File: config.mk
export PLATFORM = sky130hd
export DESIGN_NAME = parasite_mailbox_register_port
export DESIGN_NICKNAME = d
export VERILOG_FILES = /design/src/hw/rtl/pmrp_pkg.sv /design/src/hw/rtl/parasite_mailbox_register_port.sv /design/src/hw/rtl/pmrp_ram.sv
export SDC_FILE = /design/constraint.sdc
export NUM_CORES = 1
export LEC_CHECK = 0
export BUFFER_PORTS_ARGS = -buffer_cell sky130_fd_sc_hd__buf_4
export CAP_MARGIN = 40
export CELL_PAD_IN_SITES_DETAIL_PLACEMENT = 0
export CELL_PAD_IN_SITES_GLOBAL_PLACEMENT = 1
export CORE_UTILIZATION = 49
export DETAILED_ROUTE_END_ITERATION = 10
export PLACE_DENSITY_LB_ADDON = 0.1
export SYNTH_ARGS = -nofsm -noshare
export SYNTH_HDL_FRONTEND = slang
export SYNTH_HIERARCHICAL = 1
export SYNTH_SLANG_ARGS = --single-unit
File: constraint.sdc
create_clock -name clk -period 2.9 [get_ports clk]
set_input_delay 0 -clock clk [delete_from_list [all_inputs] [get_ports clk]]
set_output_delay 0 -clock clk [all_outputs]
set_load 0.03 [all_outputs]
File: src/hw/rtl/pmrp_pkg.sv
// Package: shared constants and types for the mailbox parasite register port.
package pmrp_pkg;
  localparam int LONG_QUEUE_DEPTH = 24;
  localparam int LQ_AW = (LONG_QUEUE_DEPTH > 1) ? $clog2(LONG_QUEUE_DEPTH) : 1;
  localparam int LQ_CW = $clog2(LONG_QUEUE_DEPTH + 1);

  localparam logic [2:0] OP_PREAD = 3'd0;
  localparam logic [2:0] OP_PWRITE = 3'd1;
  localparam logic [2:0] OP_CEND = 3'd2;
  localparam logic [2:0] OP_HPUT = 3'd3;
  localparam logic [2:0] OP_HTAKE = 3'd4;
  localparam logic [2:0] OP_HFLAGS = 3'd5;

  localparam logic [7:0] FLG_I = 8'h02;
  localparam logic [7:0] FLG_J = 8'h04;
  localparam logic [7:0] FLG_M = 8'h08;
  localparam logic [7:0] FLG_V = 8'h10;

  typedef struct packed {
    logic       we;
    logic [LQ_AW-1:0] waddr;
    logic [7:0] wdata;
    logic [LQ_AW-1:0] raddr;
  } lq_ctl_t;
endpackage

File: src/hw/rtl/parasite_mailbox_register_port.sv
// Top level: mailbox parasite register port with plain host side model.
// One transaction per cycle while in_stall is low: each accepted item is processed in
// the cycle it is accepted and its result is registered into the output register; the
// long-queue RAM is read ahead at the head pointer so a host take sees it at once.
module parasite_mailbox_register_port
  import pmrp_pkg::*;
(
  input  logic clk,
  input  logic rst,
  input  logic in_valid,
  output logic in_stall,
  input  logic [2:0] opcode,
  input  logic [2:0] reg_offset,
  input  logic [7:0] data_in,
  output logic out_valid,
  input  logic out_stall,
  output logic [7:0] read_data,
  output logic irq_out,
  output logic nmi_out
);
  logic [5:0] ctl;
  logic [7:0] dlv [3];
  logic [2:0] dlr;
  logic [7:0] dps [2];
  logic dp_head;
  logic [1:0] dp_count;
  logic [LQ_AW-1:0] ul_head, ul_tail;
  logic [LQ_CW-1:0] ul_count;
  logic [7:0] ulv [2];
  logic [1:0] ulr;
  logic [7:0] ups [2];
  logic up_head, up_tail;
  logic [1:0] up_count;
  logic [3:0] pend;
  logic [7:0] cache [4];
  logic [7:0] hbl;
  logic nmi_prev, nmi_edge;
  logic [7:0] lq_rdata;
  lq_ctl_t lq;
  logic [7:0] lq_rd_q;
  logic byp;
  logic [7:0] lq_head_data;

  logic go;
  assign in_stall = out_valid && out_stall;
  assign go = in_valid && !in_stall;

  // next-state values
  logic [5:0] ctl_next;
  logic [7:0] dlv_next [3];
  logic [2:0] dlr_next;
  logic [7:0] dps_next [2];
  logic dp_head_next, up_head_next, up_tail_next;
  logic [1:0] dp_count_next, up_count_next;
  logic [LQ_AW-1:0] ul_head_next, ul_tail_next;
  logic [LQ_CW-1:0] ul_count_next;
  logic [7:0] ulv_next [2];
  logic [1:0] ulr_next;
  logic [7:0] ups_next [2];
  logic [3:0] pend_next;
  logic [7:0] cache_next [4];
  logic [7:0] hbl_next;
  logic [7:0] rd;
  logic [1:0] thr;
  logic lvl;
  logic [1:0] ch;
  logic [1:0] li, ci;

  function automatic logic [LQ_AW-1:0] lq_inc(input logic [LQ_AW-1:0] p);
    return (p == LQ_AW'(LONG_QUEUE_DEPTH - 1)) ? '0 : p + 1'b1;
  endfunction

  always_comb begin
    ctl_next = ctl; dlv_next = dlv; dlr_next = dlr; dps_next = dps;
    dp_head_next = dp_head; dp_count_next = dp_count;
    ul_head_next = ul_head; ul_tail_next = ul_tail; ul_count_next = ul_count;
    ulv_next = ulv; ulr_next = ulr; ups_next = ups;
    up_head_next = up_head; up_tail_next = up_tail; up_count_next = up_count;
    pend_next = pend; cache_next = cache; hbl_next = hbl;
    rd = '0;
    lq.we = 1'b0; lq.waddr = ul_tail; lq.wdata = data_in;
    thr = ctl[4] ? 2'd2 : 2'd1;
    ch = reg_offset[2:1];
    li = (reg_offset == 3'd1) ? 2'd0 : (reg_offset == 3'd3) ? 2'd1 : 2'd2;
    ci = (reg_offset == 3'd1) ? 2'd0 : (reg_offset == 3'd3) ? 2'd1 : 2'd3;
    case (opcode)
      OP_PREAD: begin
        case (reg_offset)
          3'd0: rd = {dlr[0], ul_count < LQ_CW'(LONG_QUEUE_DEPTH), ctl};
          3'd2: rd = {dlr[1], !ulr[0], 6'h3F};
          3'd6: rd = {dlr[2], !ulr[1], 6'h3F};
          3'd4: rd = {dp_count >= thr, up_count < thr,
                      (dp_count >= thr) || (up_count < thr), 5'h1F};
          3'd5: begin
            if (!pend[2]) begin
              if (dp_count != 0) begin
                cache_next[2] = dps[dp_head];
                pend_next[2] = 1'b1;
              end else cache_next[2] = hbl;
            end
            rd = cache_next[2];
          end
          default: begin
            // odd latch channels: capture now, clear ready at cycle end
            if (!pend[ci]) begin
              cache_next[ci] = dlv[li];
              if (dlr[li]) pend_next[ci] = 1'b1;
            end
            rd = cache_next[ci];
          end
        endcase
      end
      OP_PWRITE: begin
        case (reg_offset)
          3'd1: if (ul_count < LQ_CW'(LONG_QUEUE_DEPTH)) begin
            lq.we = 1'b1;
            ul_tail_next = lq_inc(ul_tail);
            ul_count_next = ul_count + 1'b1;
          end
          3'd3: begin ulv_next[0] = data_in; ulr_next[0] = 1'b1; end
          3'd7: begin ulv_next[1] = data_in; ulr_next[1] = 1'b1; end
          3'd5: if (up_count < 2'd2) begin
            ups_next[up_tail] = data_in;
            up_tail_next = !up_tail;
            up_count_next = up_count + 1'b1;
          end
          default: ;
        endcase
      end
      OP_CEND: begin
        if (pend[0]) dlr_next[0] = 1'b0;
        if (pend[1]) dlr_next[1] = 1'b0;
        if (pend[3]) dlr_next[2] = 1'b0;
        if (pend[2] && dp_count != 0) begin
          dp_head_next = !dp_head;
          dp_count_next = dp_count - 1'b1;
        end
        pend_next = '0;
      end
      OP_HPUT: begin
        hbl_next = data_in;
        if (ch == 2'd2) begin
          if (dp_count < 2'd2) begin
            dps_next[dp_head ^ dp_count[0]] = data_in;
            dp_count_next = dp_count + 1'b1;
          end
        end else begin
          dlv_next[(ch == 2'd3) ? 2'd2 : ch] = data_in;
          dlr_next[(ch == 2'd3) ? 2'd2 : ch] = 1'b1;
        end
      end
      OP_HTAKE: begin
        if (ch == 2'd0) begin
          if (ul_count != 0) begin
            rd = lq_head_data;
            ul_head_next = lq_inc(ul_head);
            ul_count_next = ul_count - 1'b1;
          end
        end else if (ch == 2'd2) begin
          if (up_count != 0) begin
            rd = ups[up_head];
            up_head_next = !up_head;
            up_count_next = up_count - 1'b1;
          end
        end else begin
          rd = ulv[ch[1]];
          ulr_next[ch[1]] = 1'b0;
        end
      end
      OP_HFLAGS: ctl_next = data_in[5:0];
      default: ;
    endcase
    lq.we = lq.we && go;
    // prefetch the head entry for the next transaction
    lq.raddr = go ? ul_head_next : ul_head;
    thr = ctl_next[4] ? 2'd2 : 2'd1;
    lvl = ctl_next[3] && ((dp_count_next >= thr) || (up_count_next < thr));
  end

  pmrp_ram #(.WIDTH(8), .DEPTH(LONG_QUEUE_DEPTH)) u_lq (
    .clk(clk), .we(lq.we), .waddr(lq.waddr), .wdata(lq.wdata),
    .raddr(lq.raddr), .rdata(lq_rdata)
  );

  // bypass: a write at the head while empty must be seen by the next take
  always_ff @(posedge clk) begin
    byp <= lq.we && (lq.waddr == lq.raddr);
    lq_rd_q <= lq.wdata;
  end
  assign lq_head_data = byp ? lq_rd_q : lq_rdata;

  always_ff @(posedge clk) begin
    if (rst) begin
      ctl <= '0; dlv <= '{default: '0}; dlr <= '0; dps <= '{default: '0};
      dp_head <= 1'b0; dp_count <= '0;
      ul_head <= '0; ul_tail <= '0; ul_count <= '0;
      ulv <= '{default: '0}; ulr <= '0; ups <= '{default: '0};
      up_head <= 1'b0; up_tail <= 1'b1; up_count <= 2'd1;
      pend <= '0; cache <= '{default: '0}; hbl <= '0;
      nmi_prev <= 1'b0; nmi_edge <= 1'b0; out_valid <= 1'b0;
    end else begin
      if (go) begin
        ctl <= ctl_next; dlv <= dlv_next; dlr <= dlr_next; dps <= dps_next;
        dp_head <= dp_head_next; dp_count <= dp_count_next;
        ul_head <= ul_head_next; ul_tail <= ul_tail_next; ul_count <= ul_count_next;
        ulv <= ulv_next; ulr <= ulr_next; ups <= ups_next;
        up_head <= up_head_next; up_tail <= up_tail_next; up_count <= up_count_next;
        pend <= pend_next; cache <= cache_next; hbl <= hbl_next;
        nmi_prev <= lvl;
        nmi_edge <= lvl && (nmi_edge || !nmi_prev);
        read_data <= rd;
        irq_out <= (ctl_next[1] && dlr_next[0]) || (ctl_next[2] && dlr_next[2]);
        nmi_out <= lvl && (nmi_edge || !nmi_prev);
      end
      if (go) out_valid <= 1'b1;
      else if (!out_stall) out_valid <= 1'b0;
    end
  end
endmodule

File: src/hw/rtl/pmrp_ram.sv
// Generic single-write, registered-read RAM.
module pmrp_ram #(
  parameter int WIDTH = 8,
  parameter int DEPTH = 24
) (
  input  logic clk,
  input  logic we,
  input  logic [$clog2(DEPTH)-1:0] waddr,
  input  logic [WIDTH-1:0] wdata,
  input  logic [$clog2(DEPTH)-1:0] raddr,
  output logic [WIDTH-1:0] rdata
);
  logic [WIDTH-1:0] mem [DEPTH];
  always_ff @(posedge clk) begin
    if (we) mem[waddr] <= wdata;
    rdata <= mem[raddr];
  end
endmodule
Word-level counts from Yosys, hierarchy flattened. Memory sizes are Yosys's and may differ from the RTL's. A register that Yosys moved wholly into a read port is not among the register bits. Cells that the tools add are included.

Word-level logic and storage cells: 286. Register bits: 171. Memories kept: 1. Bits of input ports: 18. Output and inout port bits: 12. Bits in writable memories: 192.

Reductions and logical operators: 57. Bitwise gates (word level): 18. Eq/ne operators: 34. Magnitude comparators: 26. $add $sub $neg: 8. Muxes and demuxes: 104.

Memory list: u_lq.mem (depth 24, bits a word 8, read ports 1, clocked after memory_dff 1, wr ports 1, line pmrp_ram.sv:13) `logic [WIDTH-1:0] mem [DEPTH];`.

Operators by type and width (count): $mux W8 (24); $mux W32 (3); $mux W5 (11); $pmux W8 S5 (1); $mux W2 (18); $bmux W8 S2 (2); $bwmux W16 (2); $bwmux W32 (1); $demux W8 S2 (2); $pmux W8 S2 (2); $ne A2 B2 Y1 const B (13); $reduce_and A5 Y1 (5); $bwmux W24 (1); $mux W1 (20); $eq A3 B3 Y1 const B (6); $reduce_and A3 Y1 (6); $demux W8 S1 (2); $logic_and A1 B1 Y1 (16); $reduce_and A4 Y1 (4); $add A5 B1 Y5 const B (3); $eq A3 B2 Y1 const B (4); $pmux W2 S2 (3); $eq A5 B5 Y1 const B (2); $ge A2 B2 Y1 const B (5); other kinds (46) (91).

Depth between registers and ports, before layout. Gate-level depths: netlist of the first run.

Depth in word-level cells: 17. Mapped depth: 13. Depth with buffers taken out: 11.

Cells and area by module. Netlist of the first run, hierarchy kept.

By module, submodules not included: parasite_mailbox_register_port (times used 1, cells each 978, sequential area each 3523.4 um^2, area each 8474.4 um^2); pmrp_ram (times used 1, cells each 383, sequential area each 5925.7 um^2, area each 7719.9 um^2).

Worst setup path after synthesis of the first run. Ideal clock, no wire load.

Path type: reg2reg. From: register ul_count[1]. To: register u_lq.rdata[5], read port of u_lq.mem. Setup time: 133 ps. Arrival time: 2495 ps. Setup slack: 272 ps. Stages on the path, launching flop included: 11. Period minus slack after synthesis: 2628 ps. Data required time: 2767 ps. Path buffers: 2. Cell sequence: dfxtp_1 -> or4_4 -> o2111ai_4 -> mux2i_1 -> inv_1 -> buf_6 -> buf_12 -> mux4_2 -> a2bb2oi_1 -> nand3_1 -> o311ai_1.

RTL lines: start: declaration (line parasite_mailbox_register_port.sv:28) `logic [LQ_CW-1:0] ul_count;`; start signal: assignment (line parasite_mailbox_register_port.sv:205) `ul_head <= ul_head_next; ul_tail <= ul_tail_next; ul_count <= ul_count_next;`; end: declaration (line pmrp_ram.sv:11) `output logic [WIDTH-1:0] rdata`.

==> results of run 1 <==
## report_power, final
group	internal, mW	total [mW]	switching (mW)
registers	5.56	5.58	0.0195
logic	0.144	0.476	0.332
clock network	3.14	5.24	2.10
## how the worst max path moves through the flow
stage | from | slack (ns) | to | cells past startpoint
5_1_grt | ul_count[1] | -0.01 | u_lq/rdata[3] | 8
2_1_floorplan | ul_count[1] | 0.27 | u_lq/rdata[5] | 10
3_3_place_gp | ul_count[2] | 0.15 | u_lq/rdata[1] | 11
6_report | ul_count[1] | 0.08 | u_lq/rdata[6] | 8
4_1_cts | ul_count[1] | 0.06 | u_lq/rdata[3] | 8
3_5_place_dp | ul_count[1] | 0.08 | u_lq/rdata[0] | 8
## cells by family after synthesis
kind of cell	synth area share
DFF	0.5835
and+or+nand+nor	0.1162
xor gates and xnor gates	0.008576
muxes	0.1523
adders and majority gates	0.01283
buffers and inverters	0.03206
AOI/OAI and AO/OA	0.09457
## through the flow
stage / power [mW] / util
floorplan: 5.946 / -
detailed placement: 6.153 / 0.5297
global placement: 6.148 / 0.5297
CTS: 11.40 / 0.5766
global route: 11.66 / 0.5796
finish: 11.30 / 0.5796
## what timing repair did
action	in CTS	in global routing
setup endpoints to repair	0	8
buffers inserted	0	3
endpoints found under the hold margin	232	0
resized for setup	0	9
hold buffers	15	0
## state kept, by name, indices dropped and copies added (netlist names), 2 cells and up
| name | count |
|---|---|
| ctl | 6 |
| dlr | 3 |
| hbl | 8 |
| read_data | 8 |
| cache | 32 |
| u_lq/mem | 192 |
| u_lq/rdata | 8 |
| ups | 16 |
| ul_head | 5 |
| ul_tail | 5 |
| ul_count | 5 |
| up_count | 2 |
| ulv | 16 |
| ulr | 2 |
| lq_rd_q | 8 |
| dps | 16 |
| dp_count | 2 |
| dlv | 24 |
| pend | 4 |
## synthesized netlist by cell type (6+ instances only)
master,instances,area share
nand2_1,120,0.028
ha_1,15,0.012
xor2_1,7,0.0038
nand3b_1,10,0.0046
nor2b_1,11,0.0042
mux2_2,20,0.014
dfxtp_1,169,0.21
nor3_1,13,0.0040
nand3_1,36,0.011
o211ai_1,14,0.0065
buf_2,24,0.0074
a22oi_1,12,0.0056
buf_1,12,0.0028
inv_1,22,0.0051
a211oi_1,7,0.0032
clkbuf_1,51,0.012
nand2b_1,8,0.0031
o32ai_1,6,0.0032
mux2i_1,146,0.090
nor2_1,166,0.038
xnor2_1,7,0.0038
a21oi_1,94,0.029
o21ai_0,28,0.0087
o22ai_1,7,0.0027
mux4_2,33,0.046
o311ai_1,8,0.0043
edfxtp_1,202,0.37
a221oi_1,14,0.0076
a2bb2oi_1,8,0.0043
or3_1,9,0.0035
## cell usage in the layout (no fill, tap or decap), drive strengths merged, types with 7 or more instances in the layout
master	n
a211oi	8
a21oi	94
a221oi	14
a22oi	12
a2bb2oi	8
buf	117
clkbuf	58
clkinv	9
dfxtp	169
dlygate4sd3	15
edfxtp	202
ha	15
inv	26
mux2	20
mux2i	148
mux4	33
nand2	120
nand2b	8
nand3	37
nand3b	10
nor2	170
nor2b	11
nor3	14
nor4	7
o211ai	14
o21ai	29
o22ai	7
o311ai	8
or3	9
xnor2	8
xor2	7
## layout make-up
cell class	instances	area, um2
multi-input combinational	874	6246
sequential	371	9449
tap	442	553.0
fill	2785	13680
clock buffer	56	1142
timing repair buffer	134	1152
inverter	22	85.08
clock inverter	18	231.5
## routing by layer
metal | vias to the layer above | routed length, um | GRT usage
li1 | 5179 | - | -
met1 | 5378 | 20270 | 0.3885
met2 | 285 | 17340 | 0.3518
met3 | 50 | 2244 | 0.03308
met4 | 0 | 656 | 0.05467
met5 | - | 0 | 0
==> metrics, run 1 <==
WP data required=3.30 ns; share of cells above drive strength 1=0.1797; RePlAce Congestion=0.8255; min-delay worst type=in2reg; Total Routed Length=40510 um; setup tns final=0 ns; actual slew at the worst max-slew pin=0.8525 ns; WHS Endpoint=lq_rd_q[4]; Worst R2R End=u_lq/rdata[6]; dpl ws=0.08495 ns; Post-DP Area=17240 um2; dpl hpwl=26740 um; # DRC=0; DR vias=10.89k; largest net degree at the start of global routing=80; clk buf depth=3; Slew HR=0.4317; diode count=0; worst-path fanout max=24; Die Wd=183.8 um; Initial Utilization=0.4977; dominant synthesized flop cell=edfxtp_1; initial DRC count=1040; WHS=-0.001052 ns; std cell rows=66; Placed Cells=1823; EDFF count, synth=202; CP peak stage delay=0.57 ns; die area=33780 um2; fin. max-slew vios=0; RR Startpoint=ul_count[1]; clk root buf=clkbuf_16; kind of cell adding the most delay to the critical path=multiplexers; crit path time final=2.825 ns; Clock Latency Late Sink=0.54 ns; Final Net Count=1477; Register-to-Register Path Depth=8; CTS tree=done; area of the mapped netlist=16190 um2; Mapped Avg Cell Area=11.90 um2; register area share after synthesis=0.5835; total grt overflow=0; I/O Buffers=29; Buf/Inv on CP=2; drt wl/cell=21.13 um; syn nets=1395; Peak VDD IR=482.4 uV; Cell Count, Final, Fillers Out=1917; core footprint=32540 um2; vias in the first global route=10.26k; Final ANT Viol Nets=0; critical setup path kind=reg2reg; CP cell instances=or4_4 -> o2111ai_4 -> mux2i_2 -> inv_2 -> buf_12 -> mux4_2 -> mux2i_1 -> o311ai_1; Synth Register Bits=371; Final Hold Viols=1; Syn. warnings=6; Peak Freq=354.0 MHz; Tot GR Track Use=0.2448; reg2reg setup slack=0.08 ns; Final Cycle Share=0.9741; CTS buffer count=40; static leakage=6.432 nW; failing checks=hold timing; RSZ-0062 raised after global routing=yes; first-pass GRT wire length=62610 um; H-tree levels=2; Setup Skew=0.01684 ns; Min-Delay Startpoint=data_in[4]; final instance area=18860 um2; P per Cell Area=599.3 nW/um2; via/cell ratio=5.682; crit path DAT=3.23 ns; final setup fails=0; slowest CP cell=or4_4; die height=183.8 um; startpoint types=register; Async SR Flop Fraction=0; CTS sink count=371; Yosys cell types=79; hold depth=2; Top Ports=30; clock slew at reported path FFs=0.06 ns; Max Cap Viol=0; DR pass1 iterations=5; outcome=finished, violations left; antenna violations before repair=0; fin worst setup slack=0.07520 ns; Post-Syn Instances=1361; area grow syn2layout=16.46%; Critical Path End Type=register
Power figures use the tool's default switching activity.
==> inputs of run 2 (changes only) <==
--- a/config.mk
+++ b/config.mk
@@ -5,10 +5,9 @@
 export SDC_FILE = /design/constraint.sdc
 export NUM_CORES = 1
 export LEC_CHECK = 0
-export BUFFER_PORTS_ARGS = -buffer_cell sky130_fd_sc_hd__buf_4
+export ABC_AREA = 1
+export BUFFER_PORTS_ARGS = -buffer_cell sky130_fd_sc_hd__buf_2
 export CAP_MARGIN = 40
-export CELL_PAD_IN_SITES_DETAIL_PLACEMENT = 0
-export CELL_PAD_IN_SITES_GLOBAL_PLACEMENT = 1
 export CORE_UTILIZATION = 49
 export DETAILED_ROUTE_END_ITERATION = 10
 export PLACE_DENSITY_LB_ADDON = 0.1
==> run 2 against run 1 <==
Effect of this change: the flow now finishes without violations; die area up 5.5%; register-to-register slack better by 0.36 ns; sequential power about the same; utilization down 1.9 points; worst hold slack better by 0.0049 ns; sequential share of layout area down 1.2 points; via count up 25%; synthesized cell count up 48%; first-iteration DRC count down 7.5%; clock power about the same; count of clock-buffer cells in the layout up 13; largest cell class unchanged.
==> metrics, run 2 <==
outcome=completed; H-tree levels=2 (unchanged); CTS tree=done; CP peak stage delay=0.61 ns (+0.04 ns); Die Wd=188.8 um (+2.7%); RePlAce Congestion=0.8543 (+3.5%); Initial Utilization=0.4963 (-0.001399); worst-path fanout max=14 (-42%); slowest CP cell=dlygate4sd3_1; largest net degree at the start of global routing=98 (+23%); commonest non-fill, non-tap cell in the layout=nand2_1; core footprint=34460 um2 (+5.9%); most frequent cells after synthesis=nand2_1, inv_1, edfxtp_1; layout filler cell count=3174 (+14%); Clock Latency Late Sink=0.53 ns (about the same); post-CTS resize count=0 (unchanged); antenna violations before repair=0 (unchanged); dpl hpwl=29940 um (+12%); CP cell instances=nand2_1 -> nand2_2 -> buf_4 -> nor3_1 -> dlygate4sd3_1 -> nand3_1 -> a21oi_1 -> dlygate4sd3_1; DR pass1 iterations=6 (+1); I/O Buffers=29 (unchanged); P per Cell Area=597.7 nW/um2 (-0.25%); DR vias=13.61k (+25%); die area=35650 um2 (+5.5%); Async SR Flop Fraction=0 (unchanged); syn nets=2049 (+47%); CTS sink count=371 (unchanged); first-pass GRT wire length=73210 um (+17%); static leakage=7.785 nW (+21%); vias in the first global route=13.15k (+28%); Post-Syn Instances=2015 (+48%); startpoint types=register; Setup Skew=0.01213 ns (-0.004710 ns); diode count=0 (unchanged); Critical Path End Type=register; area leader, netlist=edfxtp_1; Mapped Avg Cell Area=8.488 um2 (-29%); max reg flops=192 (unchanged); total grt overflow=0 (unchanged); Peak Freq=405.6 MHz (+15%); Total Routed Length=46150 um (+14%); largest register by flop count=u_lq/mem; Max Cap Viol=0 (unchanged); std cell rows=68 (+3.0%); area of the mapped netlist=17100 um2 (+5.6%); Yosys cell types=49 (-38%); clock slew at reported path FFs=0.06 ns (about the same); actual slew at the worst max-slew pin=0.9153 ns (+0.06282 ns); most frequent cell after synthesis=nand2_1; fin. max-slew vios=0 (unchanged); crit path time final=2.465 ns (-0.3593 ns); Buf/Inv on CP=3 (+1); Final ANT Viol Nets=0 (unchanged); final setup fails=0 (unchanged); clk buf depth=3 (unchanged); dominant synthesized flop cell=edfxtp_1; RSZ-0062 raised after global routing=no; die height=188.8 um (+2.7%); Final Hold Viols=0 (-1); critical setup path kind=reg2reg; Tot GR Track Use=0.2623 (+0.01755); kind of cell adding the most delay to the critical path=buffers and inverters; Final Cycle Share=0.8502 (-0.1239); share of cells above drive strength 1=0.09239 (-0.08727); fin worst setup slack=0.4345 ns (+0.3593 ns); dpl ws=0.5050 ns (+0.4201 ns); via/cell ratio=5.351 (-5.8%); # DRC=0 (unchanged); WP data required=3.37 ns (+0.07 ns); Final Net Count=2090 (+42%); area grow syn2layout=12.99%; Synth top area share=0.3547 (-0.01989); Syn. warnings=6 (unchanged); min-delay worst type=in2reg; crit path DAT=2.94 ns (-0.29 ns); Synth Register Bits=371 (unchanged); EDFF count, synth=202 (unchanged); register area share after synthesis=0.5525 (-0.03099); initial DRC count=962 (-7.5%); CTS buffer count=41 (+2.5%); Synth area leaders=edfxtp_1, dfxtp_1, nand2_1; Peak VDD IR=414.8 uV (-14%); drt wl/cell=18.14 um (-14%); Top Ports=30 (unchanged); biggest regs=u_lq/mem x192, cache x32, dlv x24; clk root buf=clkbuf_16; Final Power=11.55 mW (+2.2%); most frequent cells in the layout=nand2_1, inv_1, edfxtp_1; most frequent CP cell=dlygate4sd3_1; setup tns final=0 ns (unchanged); Slew HR=0.3898 (-0.04188)
-- run 2: changes by cell type after synthesis, sizes merged, moves of 35 or more --
cell,delta
inv,+233
mux2i,-140
o21ai,+176
nor2,+35
nand3,+137
nand2,+322
-- run 2: area by class of cell --
| class | instances | area [um2] | share of cell area |
|---|---|---|---|
| clock buffer | 69 | 1315 | 0.06805 |
| inverter | 260 | 975.9 | 0.05050 |
| clock inverter | 7 | 70.07 | 0.003626 |
| sequential | 371 | 9449 | 0.4890 |
| timing repair buffer | 97 | 788.3 | 0.04079 |
| multi-input combinational | 1285 | 6157 | 0.3186 |
| tap | 455 | 569.3 | 0.02946 |
-- run 2: worst paths after layout --
kind	from	endpoint	slack (ns)	cells past startpoint
hold reg to reg	ups[11]	ups[11]	0.44	2
setup / recovery	out_valid	pend[2]	0.43	8
hold / removal	data_in[1]	u_lq/mem[11][1]	0.004	1
setup reg to reg	out_valid	pend[2]	0.43	8
-- run 2: stage by stage --
stage / std cells / hold WS (ns) / cell area (um2) / utilization
after floorplan: 2015 / 0.02772 / 17100 / -
after global placement: 2459 / 0.3498 / 17840 / 0.5177
after detailed placement: 2460 / 0.2395 / 17860 / 0.5183
after CTS: 2544 / 0.001446 / 19320 / 0.5608
after global routing: 2544 / 0.007240 / 19320 / 0.5608
final: 2544 / 0.003826 / 19320 / 0.5608
-- run 2: logic make-up after synthesis --
kind of cell / share of synthesized area
flops: 0.5525
buf+inv: 0.08764
compound gates: 0.1291
simple gates: 0.2114
mux: 0.004682
xor+xnor: 0.002560
fa+ha+maj: 0.01214
-- run 2: repair_timing --
action | in CTS | in global routing
hold endpoints to repair | 40 | 0
hold buffers | 8 | 0
setup buffers | 0 | 0
endpoints found under the setup margin | 0 | 0
-- run 2: metal layers --
layer | track usage | share of wire | vias up
met5 | 0 | 0 | -
met4 | 0.08716 | 0.032 | 0
met3 | 0.02645 | 0.045 | 95
met2 | 0.4419 | 0.48 | 386
met1 | 0.3537 | 0.44 | 6363
li1 | - | - | 6769
-- run 2: power by group --
| part | internal (mW) | switching (mW) | total, mW |
|---|---|---|---|
| sequential | 5.58 | 0.0293 | 5.61 |
| combinational | 0.196 | 0.489 | 0.685 |
| clock | 3.18 | 2.07 | 5.25 |
| total | 8.96 | 2.59 | 11.6 |
==> inputs of run 3 (changes only) <==
--- a/config.mk
+++ b/config.mk
@@ -5,7 +5,6 @@
 export SDC_FILE = /design/constraint.sdc
 export NUM_CORES = 1
 export LEC_CHECK = 0
-export ABC_AREA = 1
 export BUFFER_PORTS_ARGS = -buffer_cell sky130_fd_sc_hd__buf_2
 export CAP_MARGIN = 40
 export CORE_UTILIZATION = 49
==> run 3 against run 2 <==
Effect of this change: cell count fell by 25%; critical path depth is the same; clock power grew 7.0%; sequential power about the same; routed wire length fell by 9.7%; utilization grew 1.9 points.
==> metrics, run 3 (synthesis results as in run 1) <==
outcome=completed; H-tree levels=2 (unchanged); hold depth=1 (unchanged); Peak Freq=354.6 MHz (-13%); Final Power=11.68 mW (+1.2%); commonest non-fill, non-tap cell in the layout=edfxtp_1; max reg flops=192 (unchanged); final setup fails=0 (unchanged); antenna violations before repair=2 (+2); Final ANT Viol Nets=0 (unchanged); slowest CP cell=or4_4; clock slew at reported path FFs=0.06 ns (about the same); largest register by flop count=u_lq/mem; Slew HR=0.4114 (+0.02164); routing usage on met2=0.3773 (-0.06461); fin. max-slew vios=0 (unchanged); I/O Buffers=29 (unchanged); startpoint types=register; # DRC=0 (unchanged); std cell rows=66 (-2.9%); RSZ-0062 raised after global routing=yes; Die Wd=183.8 um (-2.7%); via/cell ratio=5.764 (+7.7%); setup tns final=0 ns (unchanged); Peak VDD IR=368.6 uV (-11%); total grt overflow=0 (unchanged); die height=183.8 um (-2.7%); crit path time final=2.820 ns (+0.3545 ns); most frequent cells in the layout=edfxtp_1, dfxtp_1, nor2_1; Max Cap Viol=0 (unchanged); share of cells above drive strength 1=0.1854 (+0.09302); actual slew at the worst max-slew pin=0.8828 ns (-0.03246 ns); CP cell instances=or4_4 -> o2111ai_4 -> mux2i_2 -> inv_2 -> buf_12 -> mux4_2 -> o211ai_1 -> o311ai_1; met1 Use GR=0.3784 (+0.02473); Tot GR Track Use=0.2502 (-0.01207); initial DRC count=1060 (+10%); CTS buffer count=40 (-2.4%); Final Hold Viols=0 (unchanged); WHS=0.01012 ns (+0.006291 ns); DR pass1 iterations=7 (+1); die area=33780 um2 (-5.3%); Total Routed Length=41680 um (-9.7%); min-delay worst type=in2reg; GR Util met3=0.03942 (+0.01297); WP data required=3.30 ns (-0.07 ns); Critical Path End Type=register; worst-path fanout max=8 (-6); first-pass GRT wire length=63840 um (-13%); static leakage=6.424 nW (-17%); Top Ports=30 (unchanged); area grow syn2layout=16.43%; CTS sink count=371 (unchanged); Setup Skew=0.02557 ns (+0.01344 ns); Final Cycle Share=0.9724 (+0.1222); dpl hpwl=27320 um (-8.8%); crit path DAT=3.22 ns (+0.28 ns); GRT busiest layer=met1; core footprint=32540 um2 (-5.6%); vias in the first global route=10.48k (-20%); CTS tree=done; Final Net Count=1470 (-30%); Initial Utilization=0.4977 (+0.001399); drt wl/cell=21.83 um (+20%); clk root buf=clkbuf_16; clk buf depth=3 (unchanged); CP peak stage delay=0.57 ns (-0.04 ns); diode count=0 (unchanged); biggest regs=u_lq/mem x192, cache x32, dlv x24; Clock Latency Late Sink=0.55 ns (+0.02 ns); Register-to-Register Path Depth=8 (unchanged); P per Cell Area=619.7 nW/um2 (+3.7%); largest net degree at the start of global routing=67 (-32%); RePlAce Congestion=0.8504 (-0.46%); DR vias=11.00k (-19%); critical setup path kind=reg2reg
[run 3: power breakdown]
| group | internal [mW] | leakage [nW] | total (mW) | switching (mW) |
|---|---|---|---|---|
| clock | 3.46 | 0.710 | 5.62 | 2.16 |
| sequential | 5.56 | 3.19 | 5.58 | 0.0185 |
| combinational | 0.138 | 2.53 | 0.480 | 0.342 |
| total | 9.16 | 6.42 | 11.7 | 2.52 |
[run 3: cell type report]
| class | instances | area [um2] |
|---|---|---|
| sequential | 371 | 9452 |
| multi-input combinational | 874 | 6241 |
| fill | 2694 | 13680 |
| tap | 442 | 553.0 |
| clock inverter | 28 | 409.1 |
| inverter | 22 | 82.58 |
| clock buffer | 45 | 1060 |
| timing repair buffer | 127 | 1059 |
[run 3: through the flow]
step	instances	setup WS (ns)	instance area, um2	utilization
2_1_floorplan	1361	0.2717	16190	-
3_3_place_gp	1819	0.06668	17120	0.5263
3_5_place_dp	1821	0.02836	17160	0.5275
4_1_cts	1901	0.03262	18700	0.5748
5_1_grt	1909	-0.04274	18860	0.5795
6_report	1909	0.08003	18860	0.5795
[run 3: critical path, delay by kind of cell, from the launching register on]
kind                   cells  cell delay (ns)
AND/OR/NAND/NOR            1             0.57
buffers and inverters      2             0.33
AO/OA/AOI/OAI              3             0.74
multiplexers               2             0.70
flip-flops                 1             0.32
[run 3: path summary, 6_finish.rpt]
| kind | slack (ns) | from | endpoint |
|---|---|---|---|
| setup reg to reg | 0.08 | ul_count[4] | u_lq/rdata[1] |
| hold reg to reg | 0.45 | cache[11] | cache[11] |
| setup / recovery | 0.08 | ul_count[4] | u_lq/rdata[1] |
| hold / removal | 0.01 | data_in[6] | lq_rd_q[6] |
[run 3: repair_timing]
item,in CTS,in global routing
setup buffers,0,3
hold endpoints to repair,50,0
hold buffers,7,0
setup endpoints to repair,0,8
resized for setup,0,8
[run 3: layer usage]
metal	routed length, um	up-vias
li1	-	5163
met1	19690	5396
met2	18360	378
met5	13	-
met3	2873	65
met4	735	2
